[src/design/dtc_pkg.sv]
// ----------------------------------------------------------------------------
// dtc_pkg: shared definitions for the double threshold classifier
// Opcodes, register indexes, edge codes, queue sizing and shared types.
// ----------------------------------------------------------------------------
package dtc_pkg;

   localparam int PIXEL_BITS_DEF = 8;
   localparam int RATIO_BITS     = 17;
   localparam int FRAC_BITS      = 16;
   localparam int EDGE_BITS      = 8;
   localparam int OPCODE_BITS    = 2;
   localparam int CSR_INDEX_BITS = 2;

   localparam logic [RATIO_BITS-1:0] RATIO_HIGH_RESET = 17'd65536;
   localparam logic [RATIO_BITS-1:0] RATIO_LOW_RESET  = 17'd32768;

   localparam logic [OPCODE_BITS-1:0] OP_CLEAR    = 2'd0;
   localparam logic [OPCODE_BITS-1:0] OP_MEASURE  = 2'd1;
   localparam logic [OPCODE_BITS-1:0] OP_CLASSIFY = 2'd2;

   localparam logic [CSR_INDEX_BITS-1:0] CSR_RATIO_HIGH = 2'd0;
   localparam logic [CSR_INDEX_BITS-1:0] CSR_RATIO_LOW  = 2'd1;

   localparam logic [EDGE_BITS-1:0] EDGE_STRONG = 8'd255;
   localparam logic [EDGE_BITS-1:0] EDGE_WEAK   = 8'd25;
   localparam logic [EDGE_BITS-1:0] EDGE_NONE   = 8'd0;

   // classify queue between front and back
   localparam int Q_DEPTH      = 2;
   localparam int Q_PTR_BITS   = 1;
   localparam int Q_COUNT_BITS = 2;

   typedef enum logic {
      BK_IDLE,
      BK_CMP
   } bk_state_type;

   typedef struct packed {
      logic busy;   // back holds a high-threshold product
      logic pop;    // back takes the queue head this cycle
   } bk_status_type;

endpackage

[src/design/double_threshold_classifier.sv]
// Path: a classify item moves from the queue to the multiply register, then
//   through the low product and compare into the result register.
// Throughput: 1 item per cycle while results are taken; one item's high multiply
//   overlaps the previous item's low multiply; a stalled result fills the queue.
// Reset: synchronous, active high; frame maximum 0, ratio_high 1.0, ratio_low 0.5,
//   queue empty, no result pending.
// ----------------------------------------------------------------------------
// double_threshold_classifier: two-pass double threshold for edge detection
// Front keeps the frame maximum and queues classify items; back computes
// the thresholds exactly in fixed point and emits 255 / 25 / 0.
// ----------------------------------------------------------------------------
module double_threshold_classifier #(
   parameter int PIXEL_BITS = dtc_pkg::PIXEL_BITS_DEF
) (
   input  logic                                clock,
   input  logic                                reset,
   // configuration
   input  logic                                csr_wr_en,
   input  logic [dtc_pkg::CSR_INDEX_BITS-1:0]  csr_index,
   input  logic [dtc_pkg::RATIO_BITS-1:0]      csr_wr_data,
   // input items
   input  logic                                req_valid,
   output logic                                req_ready,
   input  logic [dtc_pkg::OPCODE_BITS-1:0]     req_opcode,
   input  logic [PIXEL_BITS-1:0]               req_pixel_value,
   // result items
   output logic                                rsp_valid,
   input  logic                                rsp_ready,
   output logic [dtc_pkg::EDGE_BITS-1:0]       rsp_edge_value
);

   logic [dtc_pkg::RATIO_BITS-1:0] ratio_high_ff;
   logic [dtc_pkg::RATIO_BITS-1:0] ratio_high_in;
   logic [dtc_pkg::RATIO_BITS-1:0] ratio_low_ff;
   logic [dtc_pkg::RATIO_BITS-1:0] ratio_low_in;

   logic                           q_push;
   logic [2*PIXEL_BITS-1:0]        q_push_data;
   logic                           q_pop;
   logic [2*PIXEL_BITS-1:0]        q_head;
   logic                           q_full;
   logic                           q_empty;
   dtc_pkg::bk_status_type         bk_status;

   // Ratio registers. Writes to unused indexes are dropped.
   always_comb begin
      ratio_high_in = ratio_high_ff;
      ratio_low_in  = ratio_low_ff;
      if (csr_wr_en) begin
         case (csr_index)
            dtc_pkg::CSR_RATIO_HIGH: ratio_high_in = csr_wr_data;
            dtc_pkg::CSR_RATIO_LOW:  ratio_low_in  = csr_wr_data;
            default: begin
               ratio_high_in = ratio_high_ff;
            end
         endcase
      end
   end

   always_ff @(posedge clock) begin
      if (reset) begin
         ratio_high_ff <= dtc_pkg::RATIO_HIGH_RESET;
         ratio_low_ff  <= dtc_pkg::RATIO_LOW_RESET;
      end else begin
         ratio_high_ff <= ratio_high_in;
         ratio_low_ff  <= ratio_low_in;
      end
   end

   // Front: clear/measure act at once on the maximum; classify items carry
   // a snapshot of the maximum into the queue, so later items may update it.
   dtc_front #(
      .PIXEL_BITS (PIXEL_BITS)
   ) u_front (
      .clock           (clock),
      .reset           (reset),
      .req_valid       (req_valid),
      .req_ready       (req_ready),
      .req_opcode      (req_opcode),
      .req_pixel_value (req_pixel_value),
      .q_full          (q_full),
      .q_push          (q_push),
      .q_push_data     (q_push_data)
   );

   dtc_queue #(
      .WIDTH (2 * PIXEL_BITS)
   ) u_queue (
      .clock     (clock),
      .reset     (reset),
      .push      (q_push),
      .push_data (q_push_data),
      .pop       (q_pop),
      .head      (q_head),
      .full      (q_full),
      .empty     (q_empty)
   );

   // Back: one multiply in each of its two stages, result register
   // decouples rsp_ready.
   dtc_back #(
      .PIXEL_BITS (PIXEL_BITS)
   ) u_back (
      .clock          (clock),
      .reset          (reset),
      .q_empty        (q_empty),
      .q_head         (q_head),
      .q_pop          (q_pop),
      .ratio_high     (ratio_high_ff),
      .ratio_low      (ratio_low_ff),
      .rsp_valid      (rsp_valid),
      .rsp_ready      (rsp_ready),
      .rsp_edge_value (rsp_edge_value),
      .status         (bk_status)
   );

   // queue never overflows
   assert property (@(posedge clock) disable iff (reset) q_push |-> !q_full)
      else $error("classify queue push while full");

   // queue never underflows
   assert property (@(posedge clock) disable iff (reset) q_pop |-> !q_empty)
      else $error("classify queue pop while empty");

   // a new result only follows a compare cycle
   assert property (@(posedge clock) disable iff (reset)
      $rose(rsp_valid) |-> $past(bk_status.busy))
      else $error("result appeared without a compare cycle");

   // results are only the edge codes: strong, weak or none
   assert property (@(posedge clock) disable iff (reset)
      rsp_valid |-> (rsp_edge_value == dtc_pkg::EDGE_STRONG ||
                     rsp_edge_value == dtc_pkg::EDGE_WEAK ||
                     rsp_edge_value == dtc_pkg::EDGE_NONE))
      else $error("result is not an edge code");

endmodule

[src/design/dtc_front.sv]
// ----------------------------------------------------------------------------
// dtc_front: item intake and frame maximum
// Applies clear and measure items to the maximum, queues classify items.
// ----------------------------------------------------------------------------
module dtc_front #(
   parameter int PIXEL_BITS = dtc_pkg::PIXEL_BITS_DEF
) (
   input  logic                               clock,
   input  logic                               reset,
   input  logic                               req_valid,
   output logic                               req_ready,
   input  logic [dtc_pkg::OPCODE_BITS-1:0]    req_opcode,
   input  logic [PIXEL_BITS-1:0]              req_pixel_value,
   input  logic                               q_full,
   output logic                               q_push,
   output logic [2*PIXEL_BITS-1:0]            q_push_data
);

   logic [PIXEL_BITS-1:0] max_ff;
   logic [PIXEL_BITS-1:0] max_in;
   logic                  accept;

   assign req_ready   = !q_full;
   assign accept      = req_valid && req_ready;
   assign q_push      = accept && (req_opcode == dtc_pkg::OP_CLASSIFY);
   // entry: pixel in the upper half, maximum snapshot in the lower half
   assign q_push_data = {req_pixel_value, max_ff};

   always_comb begin
      max_in = max_ff;
      if (accept) begin
         case (req_opcode)
            dtc_pkg::OP_CLEAR: begin
               max_in = '0;
            end
            dtc_pkg::OP_MEASURE: begin
               if (req_pixel_value > max_ff) begin
                  max_in = req_pixel_value;
               end
            end
            default: begin
               max_in = max_ff;
            end
         endcase
      end
   end

   always_ff @(posedge clock) begin
      if (reset) begin
         max_ff <= '0;
      end else begin
         max_ff <= max_in;
      end
   end

endmodule

[src/design/dtc_queue.sv]
// ----------------------------------------------------------------------------
// dtc_queue: short FIFO between front and back
// Register-based, first-word fall-through head.
// ----------------------------------------------------------------------------
module dtc_queue #(
   parameter int WIDTH = 2 * dtc_pkg::PIXEL_BITS_DEF
) (
   input  logic             clock,
   input  logic             reset,
   input  logic             push,
   input  logic [WIDTH-1:0] push_data,
   input  logic             pop,
   output logic [WIDTH-1:0] head,
   output logic             full,
   output logic             empty
);

   logic [WIDTH-1:0]                   mem_ff [dtc_pkg::Q_DEPTH];
   logic [dtc_pkg::Q_PTR_BITS-1:0]     wr_ptr_ff;
   logic [dtc_pkg::Q_PTR_BITS-1:0]     wr_ptr_in;
   logic [dtc_pkg::Q_PTR_BITS-1:0]     rd_ptr_ff;
   logic [dtc_pkg::Q_PTR_BITS-1:0]     rd_ptr_in;
   logic [dtc_pkg::Q_COUNT_BITS-1:0]   count_ff;
   logic [dtc_pkg::Q_COUNT_BITS-1:0]   count_in;

   assign head  = mem_ff[rd_ptr_ff];
   assign full  = (count_ff == dtc_pkg::Q_COUNT_BITS'(dtc_pkg::Q_DEPTH));
   assign empty = (count_ff == '0);

   always_comb begin
      wr_ptr_in = wr_ptr_ff;
      rd_ptr_in = rd_ptr_ff;
      count_in  = count_ff;
      if (push) begin
         wr_ptr_in = wr_ptr_ff + 1'b1;
      end
      if (pop) begin
         rd_ptr_in = rd_ptr_ff + 1'b1;
      end
      if (push && !pop) begin
         count_in = count_ff + 1'b1;
      end else if (pop && !push) begin
         count_in = count_ff - 1'b1;
      end
   end

   always_ff @(posedge clock) begin
      if (reset) begin
         wr_ptr_ff <= '0;
         rd_ptr_ff <= '0;
         count_ff  <= '0;
      end else begin
         wr_ptr_ff <= wr_ptr_in;
         rd_ptr_ff <= rd_ptr_in;
         count_ff  <= count_in;
      end
   end

   always_ff @(posedge clock) begin
      if (push) begin
         mem_ff[wr_ptr_ff] <= push_data;
      end
   end

endmodule

[src/design/dtc_back.sv]
// ----------------------------------------------------------------------------
// dtc_back: threshold arithmetic and result register
// Pop cycle forms max*ratio_high; compare cycle forms the low product,
// classifies and loads the result register.
// ----------------------------------------------------------------------------
module dtc_back #(
   parameter int PIXEL_BITS = dtc_pkg::PIXEL_BITS_DEF
) (
   input  logic                                clock,
   input  logic                                reset,
   input  logic                                q_empty,
   input  logic [2*PIXEL_BITS-1:0]             q_head,
   output logic                                q_pop,
   input  logic [dtc_pkg::RATIO_BITS-1:0]      ratio_high,
   input  logic [dtc_pkg::RATIO_BITS-1:0]      ratio_low,
   output logic                                rsp_valid,
   input  logic                                rsp_ready,
   output logic [dtc_pkg::EDGE_BITS-1:0]       rsp_edge_value,
   output dtc_pkg::bk_status_type              status
);

   localparam int MH_BITS  = PIXEL_BITS + dtc_pkg::RATIO_BITS;
   localparam int LOW_BITS = MH_BITS + dtc_pkg::RATIO_BITS;

   dtc_pkg::bk_state_type state_ff;
   dtc_pkg::bk_state_type state_in;

   logic [PIXEL_BITS-1:0]             pix_ff;
   logic [MH_BITS-1:0]                mh_ff;
   logic [MH_BITS-1:0]                mh_in;
   logic                              rsp_valid_ff;
   logic                              rsp_valid_in;
   logic [dtc_pkg::EDGE_BITS-1:0]     edge_ff;
   logic [dtc_pkg::EDGE_BITS-1:0]     class_code;
   logic [LOW_BITS-1:0]               low_prod;
   logic [MH_BITS-1:0]                pix_hi;
   logic [LOW_BITS-1:0]               pix_lo;
   logic                              out_free;
   logic                              done;
   logic                              pop;

   assign out_free = !rsp_valid_ff || rsp_ready;
   assign done     = (state_ff == dtc_pkg::BK_CMP) && out_free;

   // high threshold compare is p*2^16 vs max*rh; low is p*2^32 vs max*rh*rl
   assign mh_in    = MH_BITS'(q_head[PIXEL_BITS-1:0]) * MH_BITS'(ratio_high);
   assign low_prod = LOW_BITS'(mh_ff) * LOW_BITS'(ratio_low);
   assign pix_hi   = MH_BITS'({pix_ff, {dtc_pkg::FRAC_BITS{1'b0}}});
   assign pix_lo   = LOW_BITS'({pix_ff, {(2 * dtc_pkg::FRAC_BITS){1'b0}}});

   // next state
   always_comb begin
      state_in = state_ff;
      case (state_ff)
         dtc_pkg::BK_IDLE: begin
            if (!q_empty) begin
               state_in = dtc_pkg::BK_CMP;
            end
         end
         dtc_pkg::BK_CMP: begin
            if (done && q_empty) begin
               state_in = dtc_pkg::BK_IDLE;
            end
         end
         default: begin
            state_in = dtc_pkg::BK_IDLE;
         end
      endcase
   end

   // outputs
   always_comb begin
      pop = 1'b0;
      case (state_ff)
         dtc_pkg::BK_IDLE: begin
            pop = !q_empty;
         end
         dtc_pkg::BK_CMP: begin
            pop = done && !q_empty;
         end
         default: begin
            pop = 1'b0;
         end
      endcase
   end

   always_comb begin
      if (pix_hi > mh_ff) begin
         class_code = dtc_pkg::EDGE_STRONG;
      end else if ((pix_hi < mh_ff) && (pix_lo > low_prod)) begin
         class_code = dtc_pkg::EDGE_WEAK;
      end else begin
         class_code = dtc_pkg::EDGE_NONE;
      end
   end

   always_comb begin
      rsp_valid_in = rsp_valid_ff;
      if (done) begin
         rsp_valid_in = 1'b1;
      end else if (rsp_ready) begin
         rsp_valid_in = 1'b0;
      end
   end

   always_ff @(posedge clock) begin
      if (reset) begin
         state_ff     <= dtc_pkg::BK_IDLE;
         rsp_valid_ff <= 1'b0;
      end else begin
         state_ff     <= state_in;
         rsp_valid_ff <= rsp_valid_in;
      end
   end

   always_ff @(posedge clock) begin
      if (pop) begin
         mh_ff  <= mh_in;
         pix_ff <= q_head[2*PIXEL_BITS-1:PIXEL_BITS];
      end
      if (done) begin
         edge_ff <= class_code;
      end
   end

   assign q_pop          = pop;
   assign rsp_valid      = rsp_valid_ff;
   assign rsp_edge_value = edge_ff;
   assign status.busy    = (state_ff == dtc_pkg::BK_CMP);
   assign status.pop     = pop;

endmodule

[config.mk]
export PLATFORM = sky130hd
export DESIGN_NAME = double_threshold_classifier
export DESIGN_NICKNAME = d
export VERILOG_FILES = /design/src/design/dtc_pkg.sv /design/src/design/double_threshold_classifier.sv /design/src/design/dtc_front.sv /design/src/design/dtc_queue.sv /design/src/design/dtc_back.sv
export SDC_FILE = /design/constraint.sdc
export NUM_CORES = 1
export LEC_CHECK = 0
export BUFFER_PORTS_ARGS = -buffer_cell sky130_fd_sc_hd__buf_2
export CORE_MARGIN = 2
export CORE_UTILIZATION = 45
export CTS_CLUSTER_SIZE = 40
export DETAILED_ROUTE_END_ITERATION = 7
export GPL_ROUTABILITY_DRIVEN = 1
export GPL_TIMING_DRIVEN = 1
export MAX_ROUTING_LAYER = met4
export PLACE_DENSITY = 0.59
export RECOVER_POWER = 100
export SYNTH_ARGS = -nofsm -noshare
export SYNTH_HDL_FRONTEND = slang
export SYNTH_SLANG_ARGS = --single-unit
[constraint.sdc]
create_clock -name clock -period 14.15 [get_ports clock]
set_clock_uncertainty 0.2 [all_clocks]
set_input_delay 0.7075 -clock clock [delete_from_list [all_inputs] [get_ports clock]]
set_output_delay 0.7075 -clock clock [all_outputs]
set_load 0.1 [all_outputs]
==> impl_metrics.yaml <==
layout:
  postLayoutCoreUtil: 0.477
  multiInputGateArea_mm2: 0.0171
  fin_area_mm2: 0.0238
  nNetsFinal: 3140
  drive_gt1_frac: 0.0336
  syn_to_final_growth_pct: 5.26
  n_fill_cell: 4899
  seq_area_mm2: 0.00299
pwr:
  p_total_mw: 3.06
  leakage_nw: 11.1
  p_per_area_mw_per_mm2: 129
  irDropWorstVdd_v: 0.000185
floorplanning:
  ios: 44
  die_h_um: 228
  rows: 82
  dieArea_mm2: 0.0520
  start_util: 0.453
  die_w_um: 228
  core_area_mm2: 0.0499
worst_hold_path:
  min_from: "ratio_low_ff[13]$_SDFFE_PP0P_"
  hp-class: "reg2reg"
clock_network:
  clock_latency_ps: 430
  ctsHoldBuffers: 0
  clk_pin_slew_worst_paths_ps: 70
  cts_tree: "done"
  cts_root_buffer: "clkbuf_16"
  cts.repair.resized: 0
  cts.sinks: 116
  clk_path_buf_depth: 2
  htreeDepth: 4
  cts_buffers: 17
  cts_setup_buffers: 0
routing:
  avgRoutedWirePerCell_um: 18.6
  antenna_left: 0
  vias: 16829
  totalWireLength_um: 59100
  drt_iter0_drc: 873
  drc: 0
  via_per_inst: 5.31
  dr.pass1.iters: 5
sta:
  fin_setup_tns_ps: 0
  grt_setup_unrepaired: "false"
  worst_pin_slew_ps: 2410
  max_freq_mhz: 96.6
  slew_headroom: -0.607
  period_share: 0.731
  setup_viol: 0
  period_needed_ps: 10350
  hold_violations: 0
  report.final.slew_viol_count: 85
logic_synthesis:
  syn_area_per_cell_um2: 8.91
  synth_edf_count: 67
  netlist_area_mm2: 0.0226
  yosys.area.top_type: "fa_1"
  synth.yosys.warnings: 0
  ys_seq_area_frac: 0.132
  yosys.area.top_type_share: 0.384
  synth.distinct_cells: 66
  synthTopCellsByArea: "fa_1, ha_1, inv_1"
  synth_common_cells: "inv_1, nand2_1, fa_1"
  ys.flop_type: "edfxtp_1"
  yosysMostFrequentCell: "inv_1"
  syn_inst: 2538
  synth_nets: 3192
  ys_ff_latch: 116
  async_reset_ff_frac: 0
critical_path:
  r2r_start: "ratio_low_ff[2]$_SDFFE_PP0P_"
  crit_start: "ratio_low_ff[2]$_SDFFE_PP0P_"
  path_max_fanout: 26
  cp.required_ps: 14150
  crit_type: "reg2reg"
  cp_slowest_cell: "dfxtp_1"
  critPathCaptureType: "flip-flop"
  cpMostUsedCell: "fa_1"
  cp.arrival_ps: 10350
  cp-start-kind: "flip-flop"
  slowest_delay_ps: 1090
global_route:
  grt_start_max_net_pins: 50
  grt_usage: 0.248
  gr-total-overflow: 0
  grt_pass1_vias: 18588
  antenna_found_initial: 1
  grt_pass1_wl_um: 97900
place:
  portBuffers: 43
  gp_congestion: 0.917
  hpwlAfterDp_um: 45600
  placed_area_mm2: 0.0233
run_status:
  status: "complete, but fails checks"
  violations: "capacitance limit, slew limit"
flow_run:
  max-cap-violations: 2
-- cell families after synthesis --
group,share of synthesized area
simple gates,0.178
buf+inv,0.112
fa+ha+maj,0.487
compound gates,0.0628
flops,0.132
xor+xnor,0.0174
mux,0.0101
-- worst max-delay path: cells and delay by family (launching register included) --
| family | cells | cell delay, ps |
|---|---|---|
| buffers and inverters | 3 | 140 |
| adder cells (fa/ha/maj) | 8 | 3980 |
| AND/OR/NAND/NOR | 6 | 1390 |
| XOR/XNOR | 1 | 130 |
| flip-flops | 1 | 1090 |
| AO/OA/AOI/OAI | 12 | 3180 |
-- cell usage in the layout (no fill, tap or decap), types with 7 or more instances in the layout --
cell type	instances
inv_1	539
nand2_1	454
fa_1	434
ha_1	186
and2_1	165
a21oi_1	102
edfxtp_1	67
nor2b_1	55
dfxtp_1	49
nor2_1	46
xnor2_1	31
nand2b_1	27
nand3_1	26
o21ai_0	25
clkbuf_1	24
buf_2	24
clkbuf_16	17
nand4_1	14
xor2_1	14
a21o_1	13
o21a_1	12
mux2_2	11
nor3_1	11
o21bai_1	10
buf_4	10
a211oi_1	9
o21ai_1	8
and3_1	8
nor4_1	7
-- path summary, 6_finish.rpt --
kind                                                 end  slack (ps)  cells after the start
setup reg to reg  u_back.rsp_edge_value[4]$_SDFFCE_PN1P_        3800                     30
hold / removal             ratio_low_ff[13]$_SDFFE_PP0P_         250                      2
setup / recovery  u_back.rsp_edge_value[4]$_SDFFCE_PN1P_        3800                     30
hold reg to reg            ratio_low_ff[13]$_SDFFE_PP0P_         250                      2
-- layout make-up --
class | count | share of cell area
clock inverter | 14 | 0.00620
sequential | 116 | 0.126
multi-input combinational | 1754 | 0.718
clock buffer | 18 | 0.0180
timing repair buffer | 57 | 0.0118
tap | 672 | 0.0353
inverter | 540 | 0.0852
antenna | 1 | 0.000105
-- report_power, final --
group	leakage, nW	internal [mW]	switching (mW)	total, mW
logic	9.74	0.731	1.19	1.92
registers	1.03	0.445	0.268	0.712
clock network	0.283	0.260	0.171	0.431
-- registers in the layout (all words and copies together), names as in the netlist, named ones only --
name,cells
u_front.max_ff,8
u_back.rsp_valid,1
u_queue.count_ff,2
u_queue.rd_ptr_ff,1
u_queue.wr_ptr_ff,1
ratio_low_ff,17
u_back.rsp_edge_value,2
ratio_high_ff,17
u_queue.mem_ff,32
u_back.mh_ff,25
u_back.pix_ff,8
u_back.state_ff,1
-- per-stage QoR --
step | setup WS (ps) | cells | hold slack, ps
floorplan | 5530 | 2538 | 249
global placement | 4440 | 3139 | 241
detailed placement | 4120 | 3139 | 247
CTS | 4130 | 3171 | 255
global route | 3120 | 3172 | 285
finish | 3800 | 3172 | 254
-- per-layer routing --
layer  GRT usage  vias up  share of wire
li1            -     7579              -
met1       0.300     8640           0.42
met2       0.418      485           0.49
met3      0.0388      125          0.052
met4      0.0950        0          0.042
met5           -        -              0
No activity file was read; power rests on OpenSTA's default activity.
